`src/design/hs1_pkg.sv`:
```
// ----------------------------------------------------------------------------
// hs1_pkg: shared types and tables for the HID report to set 1 translator
// Holds the port word types, the usage to scan code table and the modifier
// scan codes.
// ----------------------------------------------------------------------------
package hs1_pkg;

    // One boot keyboard report.
    typedef struct packed {
        logic [7:0] modifiers;
        logic [7:0] key_slot_0;
        logic [7:0] key_slot_1;
        logic [7:0] key_slot_2;
        logic [7:0] key_slot_3;
        logic [7:0] key_slot_4;
        logic [7:0] key_slot_5;
    } t_report;

    // One scan code byte on the output side.
    typedef struct packed {
        logic [7:0] scancode_byte;
        logic       last_byte;
    } t_scan;

    localparam int         MAX_SLOTS  = 6;
    localparam int         MOD_BITS   = 8;
    localparam logic [7:0] PREFIX_E0  = 8'hE0;
    localparam logic [7:0] ROLLOVER   = 8'h01;
    localparam logic [7:0] USAGE_END  = 8'h68;

    // Bit 7 of a table entry marks an extended code that needs the prefix.
    localparam logic [7:0] MOD_MAP [0:MOD_BITS-1] = '{
        8'h1D, 8'h2A, 8'h38, 8'hDB, 8'h9D, 8'h36, 8'hB8, 8'hDC
    };

    localparam logic [7:0] USAGE_MAP [0:103] = '{
        8'h00, 8'h00, 8'h00, 8'h00,
        8'h1E, 8'h30, 8'h2E, 8'h20, 8'h12, 8'h21, 8'h22, 8'h23,
        8'h17, 8'h24, 8'h25, 8'h26, 8'h32, 8'h31, 8'h18, 8'h19,
        8'h10, 8'h13, 8'h1F, 8'h14, 8'h16, 8'h2F, 8'h11, 8'h2D,
        8'h15, 8'h2C,
        8'h02, 8'h03, 8'h04, 8'h05, 8'h06, 8'h07, 8'h08, 8'h09,
        8'h0A, 8'h0B,
        8'h1C, 8'h01, 8'h0E, 8'h0F, 8'h39,
        8'h0C, 8'h0D, 8'h1A, 8'h1B, 8'h2B, 8'h2B, 8'h27, 8'h28,
        8'h29, 8'h33, 8'h34, 8'h35, 8'h3A,
        8'h3B, 8'h3C, 8'h3D, 8'h3E, 8'h3F, 8'h40, 8'h41, 8'h42,
        8'h43, 8'h44, 8'h57, 8'h58,
        8'h00, 8'h46, 8'h00,
        8'hD2, 8'hC7, 8'hC9, 8'hD3, 8'hCF, 8'hD1,
        8'hCD, 8'hCB, 8'hD0, 8'hC8,
        8'h45, 8'hB5, 8'h37, 8'h4A, 8'h4E, 8'h9C,
        8'h4F, 8'h50, 8'h51, 8'h4B, 8'h4C, 8'h4D, 8'h47, 8'h48,
        8'h49, 8'h52, 8'h53,
        8'h00, 8'h00, 8'h00, 8'h00
    };

    // Scan code for a HID usage; zero means the usage produces nothing.
    function automatic logic [7:0] usage_lookup(input logic [7:0] usage);
        logic [7:0] code;
        code = 8'h00;
        if (usage < USAGE_END) begin
            code = USAGE_MAP[usage[6:0]];
        end
        return code;
    endfunction

endpackage

```
`src/design/hs1_fifo.sv`:
```
// ----------------------------------------------------------------------------
// hs1_fifo: small register queue between front and back
// Holds classified reports so that the front can accept while the back is
// still sending bytes of an earlier report.
// ----------------------------------------------------------------------------
module hs1_fifo #(
    parameter int WIDTH = 8,
    parameter int DEPTH = 2
) (
    input  logic             i_clk,
    input  logic             i_rst_n,
    input  logic             i_push,
    input  logic [WIDTH-1:0] i_data,
    output logic             o_full,
    input  logic             i_pop,
    output logic             o_valid,
    output logic [WIDTH-1:0] o_data
);

    localparam int PW = (DEPTH > 1) ? $clog2(DEPTH) : 1;
    localparam int CW = $clog2(DEPTH + 1);

    logic [WIDTH-1:0] r_mem [0:DEPTH-1];
    logic [PW-1:0]    r_wr_ptr, n_wr_ptr;
    logic [PW-1:0]    r_rd_ptr, n_rd_ptr;
    logic [CW-1:0]    r_fill, n_fill;
    logic             do_push, do_pop;

    assign o_full  = (r_fill == CW'(DEPTH));
    assign o_valid = (r_fill != '0);
    assign o_data  = r_mem[r_rd_ptr];
    assign do_push = i_push && !o_full;
    assign do_pop  = i_pop && o_valid;

    always_comb begin
        n_wr_ptr = r_wr_ptr;
        n_rd_ptr = r_rd_ptr;
        n_fill   = r_fill;
        if (do_push) begin
            n_wr_ptr = (r_wr_ptr == PW'(DEPTH - 1)) ? '0 : r_wr_ptr + 1'b1;
        end
        if (do_pop) begin
            n_rd_ptr = (r_rd_ptr == PW'(DEPTH - 1)) ? '0 : r_rd_ptr + 1'b1;
        end
        if (do_push && !do_pop) begin
            n_fill = r_fill + 1'b1;
        end else if (do_pop && !do_push) begin
            n_fill = r_fill - 1'b1;
        end
    end

    always_ff @(posedge i_clk) begin
        if (!i_rst_n) begin
            r_wr_ptr <= '0;
            r_rd_ptr <= '0;
            r_fill   <= '0;
        end else begin
            r_wr_ptr <= n_wr_ptr;
            r_rd_ptr <= n_rd_ptr;
            r_fill   <= n_fill;
        end
    end

    always_ff @(posedge i_clk) begin
        if (do_push) begin
            r_mem[r_wr_ptr] <= i_data;
        end
    end

endmodule

```
`src/design/hs1_front.sv`:
```
// ----------------------------------------------------------------------------
// hs1_front: report intake and change classification
// Compares each accepted report with the stored one and builds the ordered
// list of candidate codes (modifier changes, breaks, makes) for the back.
// ----------------------------------------------------------------------------
module hs1_front import hs1_pkg::*; #(
    parameter int KEY_SLOTS = 6
) (
    input  logic    i_clk,
    input  logic    i_rst_n,
    input  logic    i_valid,
    output logic    o_stall,
    input  t_report i_report,
    input  logic    i_full,
    output logic    o_push,
    output logic [(MOD_BITS + 2 * KEY_SLOTS) * 9 + MOD_BITS - 1:0] o_entry
);

    localparam int NCAND      = MOD_BITS + 2 * KEY_SLOTS;
    localparam int FIRST_MAKE = MOD_BITS + KEY_SLOTS;

    logic [7:0] r_prev_mods;
    logic [7:0] r_prev_keys [0:KEY_SLOTS-1];
    logic [7:0] keys_all [0:MAX_SLOTS-1];
    logic [KEY_SLOTS-1:0] held_now;
    logic [KEY_SLOTS-1:0] held_before;
    logic [NCAND-1:0][7:0] codes;
    logic [NCAND-1:0]      mask;
    logic                  accept;

    assign keys_all[0] = i_report.key_slot_0;
    assign keys_all[1] = i_report.key_slot_1;
    assign keys_all[2] = i_report.key_slot_2;
    assign keys_all[3] = i_report.key_slot_3;
    assign keys_all[4] = i_report.key_slot_4;
    assign keys_all[5] = i_report.key_slot_5;

    assign o_stall = i_full;
    assign accept  = i_valid && !i_full;

    always_comb begin
        held_now    = '0;
        held_before = '0;
        for (int i = 0; i < KEY_SLOTS; i++) begin
            for (int j = 0; j < KEY_SLOTS; j++) begin
                if (keys_all[j] == r_prev_keys[i]) begin
                    held_now[i] = 1'b1;
                end
                if (r_prev_keys[j] == keys_all[i]) begin
                    held_before[i] = 1'b1;
                end
            end
        end
    end

    always_comb begin
        for (int i = 0; i < MOD_BITS; i++) begin
            mask[i]  = (i_report.modifiers[i] != r_prev_mods[i]);
            codes[i] = MOD_MAP[i];
        end
        for (int i = 0; i < KEY_SLOTS; i++) begin
            codes[MOD_BITS + i] = usage_lookup(r_prev_keys[i]);
            mask[MOD_BITS + i]  = (r_prev_keys[i] != 8'h00) && !held_now[i]
                                  && (codes[MOD_BITS + i] != 8'h00);
            codes[FIRST_MAKE + i] = usage_lookup(keys_all[i]);
            mask[FIRST_MAKE + i]  = (keys_all[i] != 8'h00) && (keys_all[i] != ROLLOVER)
                                    && !held_before[i]
                                    && (codes[FIRST_MAKE + i] != 8'h00);
        end
    end

    // Reports that change nothing are not queued at all.
    assign o_push  = accept && (mask != '0);
    assign o_entry = {i_report.modifiers, mask, codes};

    always_ff @(posedge i_clk) begin
        if (!i_rst_n) begin
            r_prev_mods <= '0;
            for (int i = 0; i < KEY_SLOTS; i++) begin
                r_prev_keys[i] <= '0;
            end
        end else if (accept) begin
            r_prev_mods <= i_report.modifiers;
            for (int i = 0; i < KEY_SLOTS; i++) begin
                r_prev_keys[i] <= keys_all[i];
            end
        end
    end

endmodule

```
`src/design/hs1_back.sv`:
```
// ----------------------------------------------------------------------------
// hs1_back: scan code byte sequencer
// Walks one queued report's candidate list, one output byte per cycle unless
// stalled, inserting prefixes, applying the byte limit and marking the final byte.
// ----------------------------------------------------------------------------
module hs1_back import hs1_pkg::*; #(
    parameter int KEY_SLOTS = 6,
    parameter int OUT_LIMIT = 32
) (
    input  logic  i_clk,
    input  logic  i_rst_n,
    input  logic  i_q_valid,
    input  logic [(MOD_BITS + 2 * KEY_SLOTS) * 9 + MOD_BITS - 1:0] i_q_entry,
    output logic  o_q_pop,
    output logic  o_valid,
    input  logic  i_stall,
    output t_scan o_scan
);

    localparam int NCAND      = MOD_BITS + 2 * KEY_SLOTS;
    localparam int FIRST_MAKE = MOD_BITS + KEY_SLOTS;
    localparam int PW         = $clog2(NCAND);
    localparam int CW         = $clog2(OUT_LIMIT + 1);

    logic [NCAND-1:0][7:0] r_codes;
    logic [NCAND-1:0]      r_mask;
    logic [7:0]            r_modp;
    logic [CW-1:0]         r_count;
    logic                  r_pre;
    logic                  r_busy;
    logic                  r_ovalid;
    t_scan                 r_scan;

    logic [NCAND-1:0][7:0] q_codes;
    logic [NCAND-1:0]      q_mask;
    logic [7:0]            q_modp;

    logic [PW-1:0]    pick;
    logic [7:0]       code;
    logic             pressed;
    logic             is_pre;
    logic [NCAND-1:0] rest;
    logic             last;
    logic             can_load;
    logic             fire;
    logic             done;

    assign {q_modp, q_mask, q_codes} = i_q_entry;

    // Lowest pending candidate comes first.
    always_comb begin
        pick = '0;
        for (int i = NCAND - 1; i >= 0; i--) begin
            if (r_mask[i]) begin
                pick = PW'(i);
            end
        end
    end

    always_comb begin
        code   = r_codes[pick];
        is_pre = code[7] && !r_pre;
        rest   = r_mask & ~(NCAND'(1) << pick);
        if (pick < PW'(MOD_BITS)) begin
            pressed = r_modp[pick[2:0]];
        end else begin
            pressed = (pick >= PW'(FIRST_MAKE));
        end
        // The next code is dropped once the byte count plus three reaches the limit.
        last = !is_pre && ((rest == '0) ||
               ({2'b00, r_count} + (CW + 2)'(3) >= (CW + 2)'(OUT_LIMIT)));
    end

    assign can_load = !r_ovalid || !i_stall;
    assign fire     = r_busy && can_load;
    assign done     = fire && last;
    assign o_q_pop  = i_q_valid && (!r_busy || done);

    always_ff @(posedge i_clk) begin
        if (!i_rst_n) begin
            r_busy   <= 1'b0;
            r_ovalid <= 1'b0;
            r_pre    <= 1'b0;
            r_count  <= '0;
            r_mask   <= '0;
        end else begin
            if (can_load) begin
                r_ovalid <= fire;
            end
            if (o_q_pop) begin
                r_busy  <= 1'b1;
                r_pre   <= 1'b0;
                r_count <= '0;
                r_mask  <= q_mask;
            end else if (fire) begin
                r_count <= r_count + 1'b1;
                if (is_pre) begin
                    r_pre <= 1'b1;
                end else begin
                    r_pre  <= 1'b0;
                    r_mask <= rest;
                end
                if (done) begin
                    r_busy <= 1'b0;
                end
            end
        end
    end

    always_ff @(posedge i_clk) begin
        if (o_q_pop) begin
            r_codes <= q_codes;
            r_modp  <= q_modp;
        end
        if (fire) begin
            r_scan.scancode_byte <= is_pre ? PREFIX_E0 : {!pressed, code[6:0]};
            r_scan.last_byte     <= last;
        end
    end

    assign o_valid = r_ovalid;
    assign o_scan  = r_scan;

endmodule

```
`src/design/hid_report_to_set1_scancodes.sv`:
```
// ----------------------------------------------------------------------------
// hid_report_to_set1_scancodes: boot keyboard report to scan code set 1
// Turns each HID boot keyboard report into the set 1 make and break bytes
// that describe how it differs from the report before it.
// ----------------------------------------------------------------------------
//
//  Channel | Handshake           | Word
//  --------+---------------------+------------------------------------------
//  input   | i_valid / o_stall   | i_report: modifiers and six key slots
//  output  | o_valid / i_stall   | o_scan: scan code byte and last-byte flag
//
// The front takes a report in any cycle in which the two-entry queue has
// room, compares it with the stored report in that same cycle and replaces
// the stored report. The back sends one byte per cycle while the output is
// not stalled (up to 31 bytes per report at the default limit); the output byte
// sequencer sets the sustained rate. A report that changes nothing yields no
// bytes and occupies no queue entry. Reset clears the stored report to all
// zero, empties the queue and drops any byte in flight. A stall on the output
// holds the registered byte and the back; the front keeps accepting until the
// queue fills.
//
module hid_report_to_set1_scancodes import hs1_pkg::*; #(
    parameter int KEY_SLOTS = 6,
    parameter int OUT_LIMIT = 32
) (
    input  logic    i_clk,
    input  logic    i_rst_n,
    input  logic    i_valid,
    output logic    o_stall,
    input  t_report i_report,
    output logic    o_valid,
    input  logic    i_stall,
    output t_scan   o_scan
);

    // Each queue entry holds the candidate codes, their pending mask and the
    // new modifier bits, which decide make or break for modifier changes.
    localparam int NCAND = MOD_BITS + 2 * KEY_SLOTS;
    localparam int EW    = NCAND * 9 + MOD_BITS;

    logic          push;
    logic [EW-1:0] push_entry;
    logic          q_full;
    logic          q_pop;
    logic          q_valid;
    logic [EW-1:0] q_entry;

    // The front classifies the report against the stored one.
    hs1_front #(
        .KEY_SLOTS (KEY_SLOTS)
    ) u_front (
        .i_clk    (i_clk),
        .i_rst_n  (i_rst_n),
        .i_valid  (i_valid),
        .o_stall  (o_stall),
        .i_report (i_report),
        .i_full   (q_full),
        .o_push   (push),
        .o_entry  (push_entry)
    );

    // Decouples intake from byte output.
    hs1_fifo #(
        .WIDTH (EW),
        .DEPTH (2)
    ) u_queue (
        .i_clk   (i_clk),
        .i_rst_n (i_rst_n),
        .i_push  (push),
        .i_data  (push_entry),
        .o_full  (q_full),
        .i_pop   (q_pop),
        .o_valid (q_valid),
        .o_data  (q_entry)
    );

    // The back serializes the codes into bytes.
    hs1_back #(
        .KEY_SLOTS (KEY_SLOTS),
        .OUT_LIMIT (OUT_LIMIT)
    ) u_back (
        .i_clk     (i_clk),
        .i_rst_n   (i_rst_n),
        .i_q_valid (q_valid),
        .i_q_entry (q_entry),
        .o_q_pop   (q_pop),
        .o_valid   (o_valid),
        .i_stall   (i_stall),
        .o_scan    (o_scan)
    );

endmodule
```
`config.mk`:
```
export PLATFORM = sky130hd
export DESIGN_NAME = hid_report_to_set1_scancodes
export DESIGN_NICKNAME = d
export VERILOG_FILES = /design/src/design/hs1_pkg.sv /design/src/design/hs1_fifo.sv /design/src/design/hs1_front.sv /design/src/design/hs1_back.sv /design/src/design/hid_report_to_set1_scancodes.sv
export SDC_FILE = /design/constraint.sdc
export NUM_CORES = 2
export LEC_CHECK = 0
export ABC_CLOCK_PERIOD_IN_PS = 29500
export BUFFER_PORTS_ARGS = -buffer_cell sky130_fd_sc_hd__clkbuf_2
export CAP_MARGIN = 10
export CELL_PAD_IN_SITES_DETAIL_PLACEMENT = 2
export CELL_PAD_IN_SITES_GLOBAL_PLACEMENT = 2
export CORE_ASPECT_RATIO = 1.5
export CORE_UTILIZATION = 45
export DETAILED_ROUTE_END_ITERATION = 16
export PLACE_DENSITY = 0.87
export SYNTH_ARGS = -nofsm -noshare
export SYNTH_HDL_FRONTEND = slang
export SYNTH_SLANG_ARGS = --single-unit
```
`constraint.sdc`:
```
create_clock -name i_clk -period 29.5 [get_ports i_clk]
set_input_delay 5.9 -clock i_clk [delete_from_list [all_inputs] [get_ports i_clk]]
set_output_delay 5.9 -clock i_clk [all_outputs]
set_load 0.01 [all_outputs]
```
# Yosys cells after proc, flatten, opt, wreduce, memory -nomap -nowiden
# Memory sizes are Yosys's and may differ from the RTL's. A register that Yosys moved wholly into a read port is not among the register bits.
# Cells that the tools add are included.
totals:
  mem_bits_ro: 12288
  mem_bits_rw: 296
  regBits: 218
  out_inout_bits: 11
  word_cells: 447
  in_bits: 60
  memories: 14
classes:
  add_sub_neg: 6
  eq_ne: 88
  bitwise: 21
  n_mux: 158
  n_lt_le_gt_ge: 29
  shifts: 1
  n_reduce_logical: 98
memory_table:
  columns: ["name", "words", "word_bits", "rd", "rd_ports_with_merged_regs", "write_ports", "line_no", "source"]
  rows:
  - ["(name not given)", 128, 8, 1, 0, 0, "hs1_pkg.sv:63", "code = USAGE_MAP[usage[6:0]];"]
  - ["(name not given)", 128, 8, 1, 0, 0, "hs1_pkg.sv:63", null]
  - ["(name not given)", 128, 8, 1, 0, 0, "hs1_pkg.sv:63", null]
  - ["(name not given)", 128, 8, 1, 0, 0, "hs1_pkg.sv:63", null]
  - ["(name not given)", 128, 8, 1, 0, 0, "hs1_pkg.sv:63", null]
  - ["(name not given)", 128, 8, 1, 0, 0, "hs1_pkg.sv:63", null]
  - ["8 more memories", null, null, null, null, null, null, null]
ops:
  columns: ["operator", "count"]
  rows:
  - ["$eq A8 B8 Y1", 72]
  - ["$mux W8", 43]
  - ["$reduce_bool A8 Y1", 24]
  - ["$mux W5", 20]
  - ["$ge A8 B8 Y1 const B", 12]
  - ["$lt A8 B7 Y1 const B", 12]
  - ["$not A7 Y8", 12]
  - ["$mux W1", 88]
  - ["$mux W20", 3]
  - ["$ne A8 B1 Y1 const B", 6]
  - ["$logic_and A1 B1 Y1", 41]
  - ["$bmux W8 S5", 1]
  - ["$logic_not A1 Y1", 21]
  - ["$and A20 B20 Y20", 1]
  - ["$logic_not A20 Y1", 1]
  - ["$not A20 Y20", 1]
  - ["$reduce_bool A20 Y1", 1]
  - ["$shl A1 B5 Y20 const A", 1]
  - ["$ge A8 B6 Y1 const B", 1]
  - ["$ne A1 B1 Y1", 8]
  - ["$reduce_bool A2 Y1", 4]
  - ["$add A6 B2 Y7 const B", 1]
  - ["$add A6 B1 Y6 const B", 1]
  - ["$lt A5 B6 Y1 const B", 1]
  - ["15 further kinds", 25]

# Longest topological paths before layout
depth:
  ltp_word: 33
  depth_mapped: 21
  mapped_depth_nobuf: 16

# Cells and area by module
# A second synthesis with hierarchy kept.
unflattened:
  cells_unflattened: 4248
  area_unflattened_um2: 43978.4
by_module_without_submodules:
  columns: ["module", "seq_area_each_um2", "n_inst", "area_per_inst_um2", "cells_per_inst"]
  rows:
  - ["hs1_front", 1601.5, 1, 21137.8, 3002]
  - ["hs1_fifo", 11390.9, 1, 14267.4, 610]
  - ["hs1_back", 5895.7, 1, 8573.2, 636]

# Least setup slack after synthesis
# OpenSTA, ideal clock, no wires.
synth_timing:
  kind: "in2reg"
  start: "in i_report[33] (netlist name)"
  end: "mem u_queue.r_mem[0][0] (netlist name), enable pin"
  path_buffers: 1
  slack_ns: 14.842
  setup_ns: 0.624
  cell_stages: 12
  arrival_ns: 14.035
  required_time_ns: 28.876
  cell_sequence: "buf_1 -> inv_1 -> ha_1 -> mux4_2 -> o211ai_1 -> o21ai_0 -> a211oi_1 -> or4_1 -> o31a_1 -> nor4_1 -> a31oi_1 -> nor2b_1"
synth_between:
  elab_cells_between_ends: 84
  cone_classes: "1 x order compare; 13 x eq/ne; 41 x mux; 1 x bitwise; 27 x reduce/logical; 1 x memory"
synth_rtl:
  columns: ["element", "line_no", "source"]
  rows:
  - ["start: declaration", "hid_report_to_set1_scancodes.sv:30", "input t_report i_report,"]
  - ["$not A7 Y8 (not written as such)", "hs1_pkg.sv:63", null]
  - ["$mem_v2 Z128 W8", null, null]
  - ["$mux W8 (not written as such) (2 in series)", "hs1_pkg.sv:63", null]
  - ["$mux W8 *", "hs1_pkg.sv:62", "if (usage < USAGE_END) begin"]
  - ["named net push_entry[120]", "hid_report_to_set1_scancodes.sv:42", "logic [EW-1:0] push_entry;"]
  - ["$reduce_bool A8 Y1 *", "hs1_front.sv:68", "&& (codes[FIRST_MAKE + i] != 8'h00);"]
  - ["$logic_and A1 B1 Y1 *", "hs1_front.sv:68", null]
  - ["named net push_entry[175]", "hid_report_to_set1_scancodes.sv:42", null]
  - ["$reduce_bool A20 Y1 *", "hs1_front.sv:73", "assign o_push = accept && (mask != '0);"]
  - ["$logic_and A1 B1 Y1 *", "hs1_front.sv:73", null]
  - ["$logic_and A1 B1 Y1 *", "hs1_fifo.sv:32", "assign do_push = i_push && !o_full;"]
  - ["$mux W1 *", "hs1_fifo.sv:65", "if (do_push) begin"]
  - ["$mux W1 (not written as such) *", "hs1_fifo.sv:66", "r_mem[r_wr_ptr] <= i_data;"]
  - ["end: declaration", "hs1_fifo.sv:23", "logic [WIDTH-1:0] r_mem [0:DEPTH-1];"]
# Mark *: on every way through the listed nets, which the timed path passes. The rest lies on a longest branch. The select of a mux whose other input is x is not followed.

# Worst setup path after layout
layout_timing:
  start: "in i_report[2] (netlist name)"
  end: "mem u_queue.r_mem[0][53] (netlist name), enable pin"
layout_between:
  elab_cells_between_ends: 60
  cone_classes: "1 x order compare; 13 x eq/ne; 17 x mux; 1 x bitwise; 27 x reduce/logical; 1 x memory"
layout_rtl:
  columns: ["element", "line_no"]
  rows:
  - ["$not A7 Y8 (not written as such)", "hs1_pkg.sv:63"]
  - ["$mem_v2 Z128 W8", null]
  - ["$mux W8 (not written as such) (2 in series)", "hs1_pkg.sv:63"]
  - ["$mux W8 *", "hs1_pkg.sv:62"]
  - ["named net push_entry[156]", "hid_report_to_set1_scancodes.sv:42"]
  - ["$reduce_bool A8 Y1 *", "hs1_front.sv:68"]
  - ["$logic_and A1 B1 Y1 *", "hs1_front.sv:68"]
  - ["$reduce_bool A20 Y1 *", "hs1_front.sv:73"]
  - ["$logic_and A1 B1 Y1 *", "hs1_front.sv:73"]
  - ["$logic_and A1 B1 Y1 *", "hs1_fifo.sv:32"]
  - ["$mux W1 *", "hs1_fifo.sv:65"]
  - ["$mux W1 (not written as such) *", "hs1_fifo.sv:66"]
# Marked as above.

==> metrics.txt <==
Fillers=7952; largest family of logic cells by synthesized area=compound AO/OA/AOI/OAI gates; CP Capture Type=flop; critical path's top delay family=buffers and inverters; Syn-to-layout area delta=6.99%; Mean Syn Cell Area=9.58 um2; Die Wd=231 um; CTS hold repair buffers=0; initial core utilization=0.457; area fraction in compound gates after synthesis=0.178; run status=finished, final reports clean; routability congestion estimate=0.974; Worst Max-Slew Pin Slew=1.38 ns; CTS clk-pin slew, worst paths=0.08 ns; Post-synth EDFFs=409; r2r endpoint=u_back.r_mask[13]; H-Tree Depth=2; clock skew=0.0361 ns; number of synthesized register bits=451; met1 Use GR=0.466; Worst Path Arrival=12.59 ns; r2r startpoint=u_back.r_mask[15]; xor/xnor share of the synthesized area=0.0768; port bufs=70; Area contributors post-synth=edfxtp_1 (35%), ha_1 (7.1%), mux2_2 (4.1%); Buf/Inv on CP=4; post-synthesis sequential area ratio=0.369; Reg2Reg Depth=18; FF-to-FF setup slack=20.71 ns; maximum clock rate=0.0804 GHz; cell accounting for the most synthesized area=edfxtp_1; Worst path max stage delay=0.85 ns; clk root buf=clkbuf_16; CTS buffer count=46; worst hold path cell count=2; Ports=71; CP Class=in2reg; relative slew slack=0.0747; RSZ-0062 raised after global routing=false; num rows=125; mux contribution to synthesized area=0.0916; hpwl dp=108 mm; die area=80100 um2; Yosys top cell area share=0.346; HP Start=u_front.r_prev_mods[5]; largest net degree at the start of global routing=87; asr flop ratio synth=0; Setup crit start kind=input port; routed vias=33100; Min Hold Slack=0.500 ns; Residual DRC=0; fraction of layout cells with a size suffix above 1=0.123; critical-path cell list=clkbuf_2, clkinv_1, ha_1, nor3_1, a31oi_1, a21o_1, and3_1, or4b_2, nor4_1, o22ai_1, nor4_1, a31oi_1, nor2b_4, buf_4, buf_4; min cycle time layout=12.43 ns; Post-Syn Area=35500 um2; setup violators final=0; CTS tree=done; max-cap violations=0; CTS sink cnt=451; post-cts sizing count=0; hold crit path type=reg2reg; Detailed Route Iter0 Violations=3703; Global Route met3 Usage=0.0679; first-pass GRT wire length=246 mm; drt wl/cell=36.3 um; vias in the first global route=35400; vias per inst=7.15; postcts setup bufs=0; CP Max Fanout=78; Skew-Pair Late Insertion Delay=0.61 ns; FF+latch area=13100 um2; initial antenna violation count=6; Slew Viols, Final=0; Lkg Pwr=13.8 nW; Crit-path slowest cell=clkbuf_2; pwr dens=79.2 nW/um2; Remaining Overflow, GRT=0; Most Used Layer, Global Route=met2; Routed WL=168 mm; worst path required time=29.66 ns; worst ir drop on vdd=0.0635 mV; Antenna Nets Post-Route=0; core region area=77700 um2; Synth Warn #=0; Post-Synth Simple-Gate Area=0.161; Mapped Cells=3709; Post-Synth Adder-Cell Area=0.0708; multi-input logic area=20600 um2; Final period util=0.421; total track usage=0.412; Syn Nets=3970; CTS Buffer Depth=3; Final TNS setup=0 ns; chip height=346 um; met2 usage=0.694; final hold violations=0; nets=3837; DR pass1 iterations=6; Worst Hold End=u_front.r_prev_mods[5]; post-synthesis cell type count=89; dominant synthesized flop cell=edfxtp_1
## layout make-up
class / instances / share of cell area
multi-input cells: 2796 / 0.542
flip-flops and latches: 451 / 0.345
well taps: 1016 / 0.0334
clock buffers: 53 / 0.0331
repair buffers: 145 / 0.0240
inverters: 136 / 0.0135
clock inverters: 32 / 0.00889
diodes: 2 / 0.000132
## report_power, final
part / switching [mW] / internal, mW
sequential: 0.119 / 0.894
clock: 0.296 / 0.355
combinational: 0.920 / 0.426
total: 1.34 / 1.68
## cells in the final DEF (no fill, tap or decap), drive strengths merged, types with 44 or more instances in the layout
cell type,Yosys,layout
a211oi,65,65
xnor2,160,160
xor2,149,149
nand3,61,61
mux4,44,44
ha,201,201
buf,172,75
o211ai,54,54
nand2,273,273
nor3,67,67
nand2b,97,97
inv,120,126
mux2i,80,80
a31oi,63,63
nand4,66,66
a21oi,178,178
mux2,130,130
edfxtp,409,409
o21ai,164,164
nor2b,67,67
nor2,226,226
nor4,72,72
clkbuf,154,123
and3,65,65
## logic make-up after synthesis
logic type | Yosys count
compound gates | 918
xor+xnor | 310
fa+ha+maj | 201
mux | 254
flops | 451
simple gates | 1113
buf+inv | 462
## worst max-delay path by stage
stage / from / endpoint / cells after the start
floorplan: i_report[33] / u_queue.r_mem[0][0] / 12
global placement: i_report[2] / u_queue.r_mem[0][56] / 15
detailed placement: i_report[17] / u_queue.r_mem[0][53] / 16
CTS: i_report[2] / u_queue.r_mem[0][53] / 15
global route: i_report[17] / u_queue.r_mem[0][2] / 16
finish: i_report[2] / u_queue.r_mem[0][53] / 15
## cells in the mapped netlist, drive strengths merged (22+ instances only)
cell type / n
nand3: 61
o31ai: 25
dfxtp: 42
mux2: 130
and2: 22
nor3: 67
o311ai: 26
edfxtp: 409
nand2b: 97
nor4: 72
a31oi: 63
o21ai: 164
nor2: 226
mux2i: 80
nand4: 66
buf: 172
nor2b: 67
ha: 201
a311oi: 37
mux4: 44
o211ai: 54
nand2: 273
a211oi: 65
xor2: 149
and3: 65
xnor2: 160
a21boi: 35
a21oi: 178
clkbuf: 154
inv: 120
## flip-flops by register name, indices dropped and copies added, names as in the netlist, named ones only
register,cells
u_back.o_valid,1
u_back.r_modp,8
u_back.r_codes,96
u_front.r_prev_keys,48
u_back.r_mask,20
u_queue.r_wr_ptr,1
u_back.r_count,6
u_back.o_scan,9
u_queue.r_mem,248
u_front.r_prev_mods,8
u_queue.r_fill,2
u_back.r_pre,1
u_queue.r_rd_ptr,1
u_back.r_busy,1
## layer usage
metal  up-vias  wire length [um]
met5         -                24
met4         4             15000
met3       721             11900
met2      1922             81100
met1     16900             60100
li1      13600                 -
## metrics by stage
| step | cell area (um2) | setup slack [ns] | total power [mW] | utilization | instances |
|---|---|---|---|---|---|
| finish | 38000 | 17.07 | 3.01 | 0.489 | 4631 |
| global route | 38000 | 17.13 | 3.06 | 0.489 | 4629 |
| CTS | 38000 | 17.42 | 2.95 | 0.489 | 4629 |
| detailed placement | 36400 | 16.81 | 2.25 | 0.468 | 4544 |
| global placement | 36400 | 17.28 | 2.13 | 0.468 | 4544 |
| floorplan | 35500 | 14.84 | 1.75 | - | 3709 |
## tightest hold or removal path, delay by kind of cell (launching register included)
| kind | cells | cell delay, ns |
|---|---|---|
| AO/OA/AOI/OAI | 1 | 0.07 |
| flip-flops | 1 | 0.33 |
| AND/OR/NAND/NOR | 1 | 0.05 |
(Power assumes the default switching activity.)
